`config.mk`:
```
export PLATFORM = sky130hd
export DESIGN_NAME = dhcp_message_field_extractor_top
export DESIGN_NICKNAME = d
export VERILOG_FILES = /design/src/dmfe_pkg.sv /design/src/dmfe_parser.sv /design/src/dmfe_out_fifo.sv /design/src/dhcp_message_field_extractor_top.sv
export VERILOG_INCLUDE_DIRS = /design/src /design/src/src
export SDC_FILE = /design/constraint.sdc
export NUM_CORES = 1
export LEC_CHECK = 0
export BUFFER_PORTS_ARGS = -buffer_cell sky130_fd_sc_hd__buf_4
export CELL_PAD_IN_SITES_DETAIL_PLACEMENT = 1
export CELL_PAD_IN_SITES_GLOBAL_PLACEMENT = 1
export CORE_ASPECT_RATIO = 1.4
export CORE_MARGIN = 2
export CORE_UTILIZATION = 49
export DETAILED_ROUTE_END_ITERATION = 8
export GPL_ROUTABILITY_DRIVEN = 1
export GPL_TIMING_DRIVEN = 0
export PLACE_DENSITY_LB_ADDON = 0.1
export SLEW_MARGIN = 10
export SYNTH_ARGS = -nofsm -noshare
export SYNTH_HDL_FRONTEND = slang
export SYNTH_SLANG_ARGS = --single-unit
```
`constraint.sdc`:
```
create_clock -name clk -period 4.5 [get_ports clk]
set_clock_uncertainty 0.15 [all_clocks]
set_input_delay 0.225 -clock clk [delete_from_list [all_inputs] [get_ports clk]]
set_output_delay 0.225 -clock clk [all_outputs]
set_load 0.05 [all_outputs]
```
`src/dhcp_message_field_extractor_top_assert.svh`:
```
// Assertion macros for the DHCP field extractor.
// Used by the parser, the result queue and the top level; needs clk and rst in scope.
`ifndef DHCP_MESSAGE_FIELD_EXTRACTOR_TOP_ASSERT_SVH
`define DHCP_MESSAGE_FIELD_EXTRACTOR_TOP_ASSERT_SVH
`ifndef SYNTHESIS
`define DMFE_ASSERT(label, prop, msg) \
  label: assert property (@(posedge clk) disable iff (rst) (prop)) else $error(msg);
`define DMFE_ASSERT_IMP(label, pre, post, msg) \
  label: assert property (@(posedge clk) disable iff (rst) (pre) |-> (post)) else $error(msg);
`define DMFE_ASSERT_NEXT(label, pre, post, msg) \
  label: assert property (@(posedge clk) disable iff (rst) (pre) |=> (post)) else $error(msg);
`else
`define DMFE_ASSERT(label, prop, msg)
`define DMFE_ASSERT_IMP(label, pre, post, msg)
`define DMFE_ASSERT_NEXT(label, pre, post, msg)
`endif
`endif

```
`src/dmfe_pkg.sv`:
```
// Shared types and constants of the DHCP field extractor.
// No dependencies; imported by every module of the block.
package dmfe_pkg;

  localparam int OPTION_AREA_BYTES = 312;
  localparam int NAME_MAX = 64;

  localparam logic [9:0] OFFSET_MAX = 10'd1023;
  localparam int AREA_SUM = 236 + OPTION_AREA_BYTES;
  localparam logic [9:0] AREA_END = 10'((AREA_SUM > 1023) ? 1023 : AREA_SUM);
  localparam logic [8:0] NAME_LIMIT = 9'(NAME_MAX - 1);

  localparam logic [31:0] COOKIE = 32'h6382_5363;

  // header offsets at which a field completes
  localparam logic [9:0] OFF_OP         = 10'd0;
  localparam logic [9:0] OFF_XID_END    = 10'd7;
  localparam logic [9:0] OFF_YIADDR_END = 10'd19;
  localparam logic [9:0] OFF_SIADDR_END = 10'd23;
  localparam logic [9:0] OFF_GIADDR_END = 10'd27;
  localparam logic [9:0] OFF_MAC_END    = 10'd33;
  localparam logic [9:0] OFF_COOKIE_END = 10'd239;

  localparam logic [7:0] OPT_PAD     = 8'd0;
  localparam logic [7:0] OPT_MASK    = 8'd1;
  localparam logic [7:0] OPT_ROUTER  = 8'd3;
  localparam logic [7:0] OPT_DNS     = 8'd6;
  localparam logic [7:0] OPT_DOMAIN  = 8'd15;
  localparam logic [7:0] OPT_LEASE   = 8'd51;
  localparam logic [7:0] OPT_MSGTYPE = 8'd53;
  localparam logic [7:0] OPT_SERVER  = 8'd54;
  localparam logic [7:0] OPT_RENEW   = 8'd58;
  localparam logic [7:0] OPT_REBIND  = 8'd59;
  localparam logic [7:0] OPT_END     = 8'd255;

  localparam logic [4:0] KIND_DONE    = 5'd0;
  localparam logic [4:0] KIND_OP      = 5'd1;
  localparam logic [4:0] KIND_XID     = 5'd2;
  localparam logic [4:0] KIND_YIADDR  = 5'd3;
  localparam logic [4:0] KIND_SIADDR  = 5'd4;
  localparam logic [4:0] KIND_GIADDR  = 5'd5;
  localparam logic [4:0] KIND_MAC     = 5'd6;
  localparam logic [4:0] KIND_MSGTYPE = 5'd7;
  localparam logic [4:0] KIND_ROUTER  = 5'd8;
  localparam logic [4:0] KIND_MASK    = 5'd9;
  localparam logic [4:0] KIND_SERVER  = 5'd10;
  localparam logic [4:0] KIND_RENEW   = 5'd11;
  localparam logic [4:0] KIND_REBIND  = 5'd12;
  localparam logic [4:0] KIND_LEASE   = 5'd13;
  localparam logic [4:0] KIND_DNS1    = 5'd14;
  localparam logic [4:0] KIND_DNS2    = 5'd15;
  localparam logic [4:0] KIND_NAME    = 5'd16;

  localparam logic [1:0] ST_OK         = 2'd0;
  localparam logic [1:0] ST_BAD_COOKIE = 2'd1;
  localparam logic [1:0] ST_WRONG_OP   = 2'd2;
  localparam logic [1:0] ST_EARLY_END  = 2'd3;

  typedef enum logic [2:0] {
    PH_HEADER = 3'd0,
    PH_CODE   = 3'd1,
    PH_LEN    = 3'd2,
    PH_DATA   = 3'd3,
    PH_STOP   = 3'd4,
    PH_SKIP   = 3'd5
  } phase_t;

  typedef struct packed {
    logic [4:0]  kind;
    logic [47:0] value;
    logic [7:0]  index;
    logic [1:0]  status;
    logic        last;
  } result_t;

  // up to two results produced by one accepted byte
  typedef struct packed {
    logic    first_valid;
    logic    second_valid;
    result_t first;
    result_t second;
  } push_t;

  // power of two, so the pointers wrap on their own
  localparam int FIFO_DEPTH = 4;
  localparam int PTR_W = $clog2(FIFO_DEPTH);
  localparam int CNT_W = $clog2(FIFO_DEPTH + 1);

endpackage

```
`src/dmfe_parser.sv`:
```
// Per-byte parser: header capture, cookie check and option walk.
// Depends on dmfe_pkg and the assertion header.
`include "dhcp_message_field_extractor_top_assert.svh"

module dmfe_parser (
  input  logic           clk,
  input  logic           rst,
  input  logic           cfg_we,
  input  logic           cfg_wdata,
  input  logic           accept,
  input  logic [7:0]     frame_byte,
  input  logic           frame_end,
  output dmfe_pkg::push_t push
);
  import dmfe_pkg::*;

  logic        request_mode;
  logic [9:0]  byte_offset, byte_offset_next;
  phase_t      walk_phase, walk_phase_next;
  logic [7:0]  option_code, option_code_next;
  logic [7:0]  option_remaining, option_remaining_next;
  logic [7:0]  data_position, data_position_next;
  logic [47:0] gather, gather_next;
  logic [1:0]  error_code, error_code_next;

  logic        have;
  logic [4:0]  kind;
  logic [47:0] value;
  logic [7:0]  index;
  logic [1:0]  status;

  always_comb begin
    logic [47:0] shifted;
    logic [7:0]  got;
    logic [4:0]  dkind;
    shifted = {gather[39:0], frame_byte};
    got = (data_position != 8'hFF) ? data_position + 8'd1 : 8'hFF;
    dkind = KIND_DONE;
    byte_offset_next = byte_offset;
    walk_phase_next = walk_phase;
    option_code_next = option_code;
    option_remaining_next = option_remaining;
    data_position_next = data_position;
    gather_next = gather;
    error_code_next = error_code;
    have = 1'b0;
    kind = KIND_DONE;
    value = '0;
    index = '0;

    unique case (walk_phase)
      PH_HEADER: begin
        gather_next = shifted;
        if (byte_offset == OFF_OP) begin
          have = 1'b1;
          kind = KIND_OP;
          value = {40'd0, frame_byte};
          if (request_mode && frame_byte != 8'd1) error_code_next = ST_WRONG_OP;
        end else if (byte_offset == OFF_XID_END) begin
          have = 1'b1;
          kind = KIND_XID;
          value = {16'd0, shifted[31:0]};
        end else if (byte_offset == OFF_YIADDR_END && !request_mode) begin
          have = 1'b1;
          kind = KIND_YIADDR;
          value = {16'd0, shifted[31:0]};
        end else if (byte_offset == OFF_SIADDR_END && !request_mode) begin
          have = 1'b1;
          kind = KIND_SIADDR;
          value = {16'd0, shifted[31:0]};
        end else if (byte_offset == OFF_GIADDR_END && !request_mode) begin
          have = 1'b1;
          kind = KIND_GIADDR;
          value = {16'd0, shifted[31:0]};
        end else if (byte_offset == OFF_MAC_END) begin
          have = 1'b1;
          kind = KIND_MAC;
          value = shifted;
        end else if (byte_offset == OFF_COOKIE_END) begin
          // an opcode error already found wins over the cookie check
          if (error_code != ST_OK) begin
            walk_phase_next = PH_SKIP;
          end else if (shifted[31:0] != COOKIE) begin
            error_code_next = ST_BAD_COOKIE;
            walk_phase_next = PH_SKIP;
          end else begin
            walk_phase_next = PH_CODE;
          end
        end
      end
      PH_CODE: begin
        if (byte_offset >= AREA_END || frame_byte == OPT_END) begin
          walk_phase_next = PH_STOP;
        end else if (frame_byte != OPT_PAD) begin
          option_code_next = frame_byte;
          walk_phase_next = PH_LEN;
        end
      end
      PH_LEN: begin
        option_remaining_next = frame_byte;
        data_position_next = '0;
        gather_next = '0;
        walk_phase_next = (frame_byte == 8'd0) ? PH_CODE : PH_DATA;
      end
      PH_DATA: begin
        gather_next = shifted;
        data_position_next = got;
        if (option_code == OPT_MSGTYPE) begin
          if (got == 8'd1) begin
            have = 1'b1;
            kind = KIND_MSGTYPE;
            value = {40'd0, frame_byte};
          end
        end else if (!request_mode) begin
          unique case (option_code)
            OPT_ROUTER: dkind = KIND_ROUTER;
            OPT_MASK:   dkind = KIND_MASK;
            OPT_SERVER: dkind = KIND_SERVER;
            OPT_RENEW:  dkind = KIND_RENEW;
            OPT_REBIND: dkind = KIND_REBIND;
            OPT_LEASE:  dkind = KIND_LEASE;
            OPT_DNS:    dkind = (got == 8'd8) ? KIND_DNS2 : KIND_DNS1;
            default:    dkind = KIND_DONE;
          endcase
          if (dkind != KIND_DONE && (got == 8'd4 || (dkind == KIND_DNS2 && got == 8'd8)))
          begin
            have = 1'b1;
            kind = dkind;
            value = {16'd0, shifted[31:0]};
          end else if (option_code == OPT_DOMAIN && {1'b0, data_position} < NAME_LIMIT) begin
            have = 1'b1;
            kind = KIND_NAME;
            value = {40'd0, frame_byte};
            index = data_position;
          end
        end
        option_remaining_next = option_remaining - 8'd1;
        if (option_remaining_next == 8'd0) walk_phase_next = PH_CODE;
      end
      default: begin
        // stopped or skipping: drop the byte
      end
    endcase

    if (byte_offset != OFFSET_MAX) byte_offset_next = byte_offset + 10'd1;

    if (error_code_next != ST_OK) begin
      status = error_code_next;
    end else if (walk_phase_next == PH_HEADER || walk_phase_next == PH_CODE ||
                 walk_phase_next == PH_LEN || walk_phase_next == PH_DATA) begin
      status = ST_EARLY_END;
    end else begin
      status = ST_OK;
    end

    // re-arm for the next frame after its last byte
    if (frame_end) begin
      byte_offset_next = '0;
      walk_phase_next = PH_HEADER;
      option_code_next = '0;
      option_remaining_next = '0;
      data_position_next = '0;
      gather_next = '0;
      error_code_next = ST_OK;
    end
  end

  always_comb begin
    result_t field_res;
    result_t done_res;
    field_res = '{kind: kind, value: value, index: index, status: ST_OK, last: !frame_end};
    done_res = '{kind: KIND_DONE, value: '0, index: '0, status: status, last: 1'b1};
    push.first_valid = accept && (have || frame_end);
    push.second_valid = accept && have && frame_end;
    push.first = have ? field_res : done_res;
    push.second = done_res;
  end

  always_ff @(posedge clk) begin
    if (rst) begin
      request_mode <= 1'b0;
      byte_offset <= '0;
      walk_phase <= PH_HEADER;
      option_code <= '0;
      option_remaining <= '0;
      data_position <= '0;
      gather <= '0;
      error_code <= ST_OK;
    end else begin
      if (cfg_we) request_mode <= cfg_wdata;
      if (accept) begin
        byte_offset <= byte_offset_next;
        walk_phase <= walk_phase_next;
        option_code <= option_code_next;
        option_remaining <= option_remaining_next;
        data_position <= data_position_next;
        gather <= gather_next;
        error_code <= error_code_next;
      end
    end
  end

  `DMFE_ASSERT_NEXT(a_rearm, accept && frame_end, byte_offset == 10'd0 && walk_phase == PH_HEADER, "parser did not re-arm after frame end")
  `DMFE_ASSERT_IMP(a_data_len, walk_phase == PH_DATA, option_remaining != 8'd0, "data phase with no bytes left")
  `DMFE_ASSERT_IMP(a_two_needs_end, push.second_valid, push.first_valid && frame_end, "second result without frame end")

endmodule

```
`src/dmfe_out_fifo.sv`:
```
// Result queue: takes up to two results per cycle, hands out one per word.
// Depends on dmfe_pkg and the assertion header.
`include "dhcp_message_field_extractor_top_assert.svh"

module dmfe_out_fifo (
  input  logic              clk,
  input  logic              rst,
  input  dmfe_pkg::push_t   push,
  input  logic              pop_ready,
  output dmfe_pkg::result_t head,
  output logic              head_valid,
  output logic              space_ok
);
  import dmfe_pkg::*;

  result_t mem [FIFO_DEPTH];
  logic [PTR_W-1:0] wr_ptr, rd_ptr;
  logic [CNT_W-1:0] count, count_next;
  logic [1:0] n_push;
  logic pop;

  assign head_valid = (count != '0);
  assign head = mem[rd_ptr];
  assign pop = head_valid && pop_ready;
  // room for the two results a byte may bring
  assign space_ok = (count <= CNT_W'(FIFO_DEPTH - 2));
  assign n_push = {1'b0, push.first_valid} + {1'b0, push.second_valid};
  assign count_next = count + CNT_W'(n_push) - CNT_W'(pop);

  always_ff @(posedge clk) begin
    if (push.first_valid) mem[wr_ptr] <= push.first;
    if (push.second_valid) mem[wr_ptr + PTR_W'(1)] <= push.second;
  end

  always_ff @(posedge clk) begin
    if (rst) begin
      wr_ptr <= '0;
      rd_ptr <= '0;
      count <= '0;
    end else begin
      wr_ptr <= wr_ptr + PTR_W'(n_push);
      if (pop) rd_ptr <= rd_ptr + PTR_W'(1);
      count <= count_next;
    end
  end

  `DMFE_ASSERT(a_no_overflow, count <= CNT_W'(FIFO_DEPTH), "result queue overflow")
  `DMFE_ASSERT_IMP(a_push_room, push.first_valid, space_ok, "push without room")
  `DMFE_ASSERT_NEXT(a_count_two, push.second_valid && !pop, count == $past(count) + CNT_W'(2), "double push miscounted")

endmodule

```
`src/dhcp_message_field_extractor_top.sv`:
```
// Top level of the DHCP field extractor: parser plus result queue.
// Depends on dmfe_pkg, dmfe_parser, dmfe_out_fifo and the assertion header.
//
// Usage:
//   Message bytes enter on the frame channel (frame_valid/frame_ready, frame_byte,
//   frame_end marking the message's last byte). Results leave on the result
//   channel (result_valid/result_ready) as tagged words: field_kind, field_value,
//   name_index, parse_status, run_last. cfg_we/cfg_wdata write request_mode;
//   write it only between messages while no results are pending.
//   Each byte is parsed in the cycle it is accepted; its results sit in a
//   four-word queue and are offered from the next cycle on. One byte is taken
//   every cycle while frame_ready is high. A byte yields at most two words; the
//   last byte of a message adds the done word, absorbed by the queue. The queue
//   depth sets frame_ready: it drops while three or more words wait, so a
//   stalled receiver backs up the input after at most four words. Reset clears
//   the parse state, request_mode and the queue; no clearing pass follows.
`include "dhcp_message_field_extractor_top_assert.svh"

module dhcp_message_field_extractor_top (
  input  logic        clk,
  input  logic        rst,
  input  logic        cfg_we,
  input  logic        cfg_wdata,
  input  logic        frame_valid,
  output logic        frame_ready,
  input  logic [7:0]  frame_byte,
  input  logic        frame_end,
  output logic        result_valid,
  input  logic        result_ready,
  output logic [4:0]  field_kind,
  output logic [47:0] field_value,
  output logic [7:0]  name_index,
  output logic [1:0]  parse_status,
  output logic        run_last
);
  import dmfe_pkg::*;

  push_t   push;
  result_t head;
  logic    space_ok;
  logic    accept;

  assign frame_ready = space_ok;
  assign accept = frame_valid && space_ok;

  dmfe_parser u_parser (
    .clk        (clk),
    .rst        (rst),
    .cfg_we     (cfg_we),
    .cfg_wdata  (cfg_wdata),
    .accept     (accept),
    .frame_byte (frame_byte),
    .frame_end  (frame_end),
    .push       (push)
  );

  dmfe_out_fifo u_fifo (
    .clk        (clk),
    .rst        (rst),
    .push       (push),
    .pop_ready  (result_ready),
    .head       (head),
    .head_valid (result_valid),
    .space_ok   (space_ok)
  );

  assign field_kind = head.kind;
  assign field_value = head.value;
  assign name_index = head.index;
  assign parse_status = head.status;
  assign run_last = head.last;

  `DMFE_ASSERT_IMP(a_done_last, result_valid && field_kind == KIND_DONE, run_last && field_value == 48'd0, "done word malformed")
  `DMFE_ASSERT_IMP(a_status_done, result_valid && parse_status != ST_OK, field_kind == KIND_DONE, "status on a field word")
  `DMFE_ASSERT_IMP(a_index_name, result_valid && name_index != 8'd0, field_kind == KIND_NAME, "index on a non-name word")

endmodule
```
==> results_dict.tcl <==
set metrics [dict create \
    outcome "complete, no violations" \
    ant_nets 0 \
    drtIter0Drc 613 \
    intPower_mw 6.05 \
    seq_area_frac_synth_pct 44.1 \
    synth_ff_type "dfxtp_1" \
    clock_latency_ns 0.54 \
    ir_worst_vdd_mv 0.291 \
    via_per_inst 5.78 \
    cellLeakagePower_nw 7.06 \
    crit_chain "clkbuf_1 > nor3_1 > and4_1 > o21bai_1 > o21ai_2 > clkbuf_1 > and2_1 > nor2_1 > ha_1 > inv_1 > ha_1 > fa_1 > xnor2_1 > xnor2_1 > nor2_1" \
    required_ns 4.74 \
    post_drt_wl_per_cell_um 21.9 \
    fp-row-count 77 \
    synth_most_common_cell "nor2_1" \
    nets 1681 \
    period_share_pct 93.6 \
    synth.area.top_cells "dfxtp_1 43%, mux2i_1 15%, mux4_2 9.1%" \
    crit_path_max_incr_delay_ns 0.49 \
    grtUsageTotal_pct 27.3 \
    hp-class "input pin to register" \
    worstMarginPinSlew_ns 1.19 \
    clk_pin_slew_worst_paths_ns 0.06 \
    pwr-share-seq_pct 38.7 \
    antenna_found_initial 0 \
    routed_wl_um 45600 \
    period_needed_ns 4.21 \
    cts_tree "yes" \
    drive_above_1_share_pct 17.0 \
    p_sw_share_pct 32.2 \
    cp-startpoint "u_parser.byte_offset[4]$_SDFFE_PP0P_" \
    slew_viol_final 0 \
    gp_congestion 0.875 \
    synth_cells 1527 \
    synth_nets 1554 \
    switching_power_mw 2.88 \
    netlist_top_cells_count "358 x nor2_1, 337 x dfxtp_1, 239 x mux2i_1, 64 x mux4_2, 53 x a22oi_1" \
    layout_setup_ws_ns 0.289 \
    path_delay_family "adder cells" \
    yosys.area.top_type "dfxtp_1" \
    netlist.area_leader.share_pct 42.6 \
    hold-worst-slack_ns 0.0892 \
    ys_types 69 \
    end_kind "register" \
    syn_area_per_cell_um2 10.4 \
    pre_cts_slack_ns -0.431 \
    cts_buffer_depth 3 \
    hp-start "result_ready" \
    setup-violations-final 0 \
    path_max_fanout 10 \
    coreArea_um2 31700 \
    ys_seq_elements 345 \
    cts.sinks 345 \
    initial_core_util_pct 50.0 \
    die_area_um2 33800 \
    grt_overflow 0 \
    slew_headroom_pct 20.9 \
    clock.fmax_mhz 237 \
    maxCapViolCount 0 \
    hold_viol 0 \
    grt_pass1_wl_um 72900 \
    cp_slowest_cell "clkbuf_1" \
    pwr-share-comb_pct 26.0 \
    async_flop_share_pct 0 \
    ys.warnings.count 0 \
    power_density_nw_per_um2 488 \
    hpwl_um 31300 \
    ios 81 \
    start_kind "register" \
    route.detailed.drc 0 \
    die_y_um 217 \
    cts_inserted_buffers 37 \
    power_mw 8.93 \
    areaGrowthSynthToFinish_pct 15.5 \
    crit_type "register to register" \
    clkPwrFrac_pct 35.3 \
    vias 12000 \
    grt_max_degree 14 \
    fp.dieW_um 156 \
    drtPass1Iterations 5 \
    rsz0062_at_grt "false" \
    portBuffers 78 \
    cp.arrival_ns 4.45 \
    h-tree-depth 2 \
    r2r-start "u_parser.byte_offset[4]$_SDFFE_PP0P_" \
    critical_path_buf_inv_count 3 \
    synth_edf_count 8 \
    fin_tns_setup_ns 0 \
    grt_pass1_vias 13200 \
    synthesis.area_um2 15900 \
    root_buffer "clkbuf_16" \
]
==> power groups by stage <==
stage,logic [mW],registers (mW),clock network [mW]
3_3_place_gp,2.26,3.50,0
2_1_floorplan,1.70,3.47,0
6_report,2.32,3.46,3.15
4_1_cts,2.33,3.45,3.21
5_1_grt,2.46,3.48,3.32
3_5_place_dp,2.30,3.51,0
==> registers in the layout, indices dropped and copies added, names as in the netlist, named ones only <==
signal and count:
u_parser.data_position 8, u_parser.request_mode 1, u_parser.walk_phase 3, u_parser.option_remaining 8, u_parser.gather 40, u_parser.option_code 8, u_fifo.wr_ptr 2, u_parser.error_code 2
u_parser.byte_offset 10, u_fifo.count 3, u_fifo.rd_ptr 2, u_fifo.mem 256
==> final timing paths <==
path                                   end  slack [ns]  cells past startpoint
min reg2reg  u_fifo.mem[1][9]$_SDFFE_PP0P_        0.28                      2
max reg2reg     u_fifo.count[2]$_SDFF_PP0_        0.29                     15
min                               register        0.09                      4
max             u_fifo.count[2]$_SDFF_PP0_        0.29                     15
==> cells by family (layout without fill, tap and decap cells) <==
family | count (synthesis) | count (layout) | share of synthesized area (%)
XOR/XNOR | 20 | 20 | 1.10
multiplexers | 303 | 303 | 24.2
flip-flops | 345 | 345 | 44.1
other | 0 | 1 | 0
adder cells (fa/ha/maj) | 12 | 12 | 0.994
AO/OA/AOI/OAI | 163 | 163 | 7.90
buffers and inverters | 134 | 288 | 5.86
AND/OR/NAND/NOR | 550 | 550 | 15.9
==> worst reg2reg max path, cell delays in order (launching register included) <==
cell	delay [ns]
dfxtp_1	0.30
clkbuf_1	0.31
nor3_1	0.16
and4_1	0.25
o21bai_1	0.19
o21ai_2	0.41
clkbuf_1	0.49
and2_1	0.31
nor2_1	0.09
ha_1	0.24
inv_1	0.07
ha_1	0.25
fa_1	0.45
xnor2_1	0.19
xnor2_1	0.16
nor2_1	0.06
==> metrics by stage <==
stage | instance area, um2 | util [%] | instances
final | 18300 | 57.8 | 2077
after global routing | 18300 | 57.8 | 2076
after CTS | 18300 | 57.7 | 2076
after detailed placement | 16900 | 53.4 | 2000
after global placement | 16900 | 53.4 | 2000
after floorplan | 15900 | - | 1527
==> routing by layer <==
| metal | global-route usage, % | wire length [um] | vias up |
|---|---|---|---|
| li1 | - | - | 5645 |
| met1 | 32.2 | 18800 | 6064 |
| met2 | 51.0 | 24100 | 210 |
| met3 | 3.46 | 1380 | 82 |
| met4 | 8.59 | 1290 | 0 |
| met5 | 0 | 0 | - |
==> cells in the final DEF (no fill, tap or decap), drive strengths merged, types with 10 or more instances in the layout <==
master,count
nor2,358
dfxtp,337
mux2i,239
buf,149
clkbuf,94
mux4,64
a22oi,53
and2,37
a21oi,35
nand2,34
o21ai,28
inv,25
and3,23
nor3,21
xor2,12
nand4,11
ha,11
nor2b,10
==> final cells by class <==
type	instances	area (um2)
fillers	3424	13400
multi-input cells	1048	7960
flip-flops and latches	345	6990
clock buffers	54	1100
plain buffers	109	836
repair buffers	89	691
well taps	395	494
clock inverters	12	150
inverters	24	90.1
diodes	1	2.50
==> what timing repair did <==
item	in CTS	in global routing
resized for setup	1	3
setup endpoints to repair	2	1
hold buffers	9	0
endpoints found under the hold margin	18	0
setup buffers	2	0
pin swaps	1	1
Note: power is estimated with default switching activity, not from simulation.
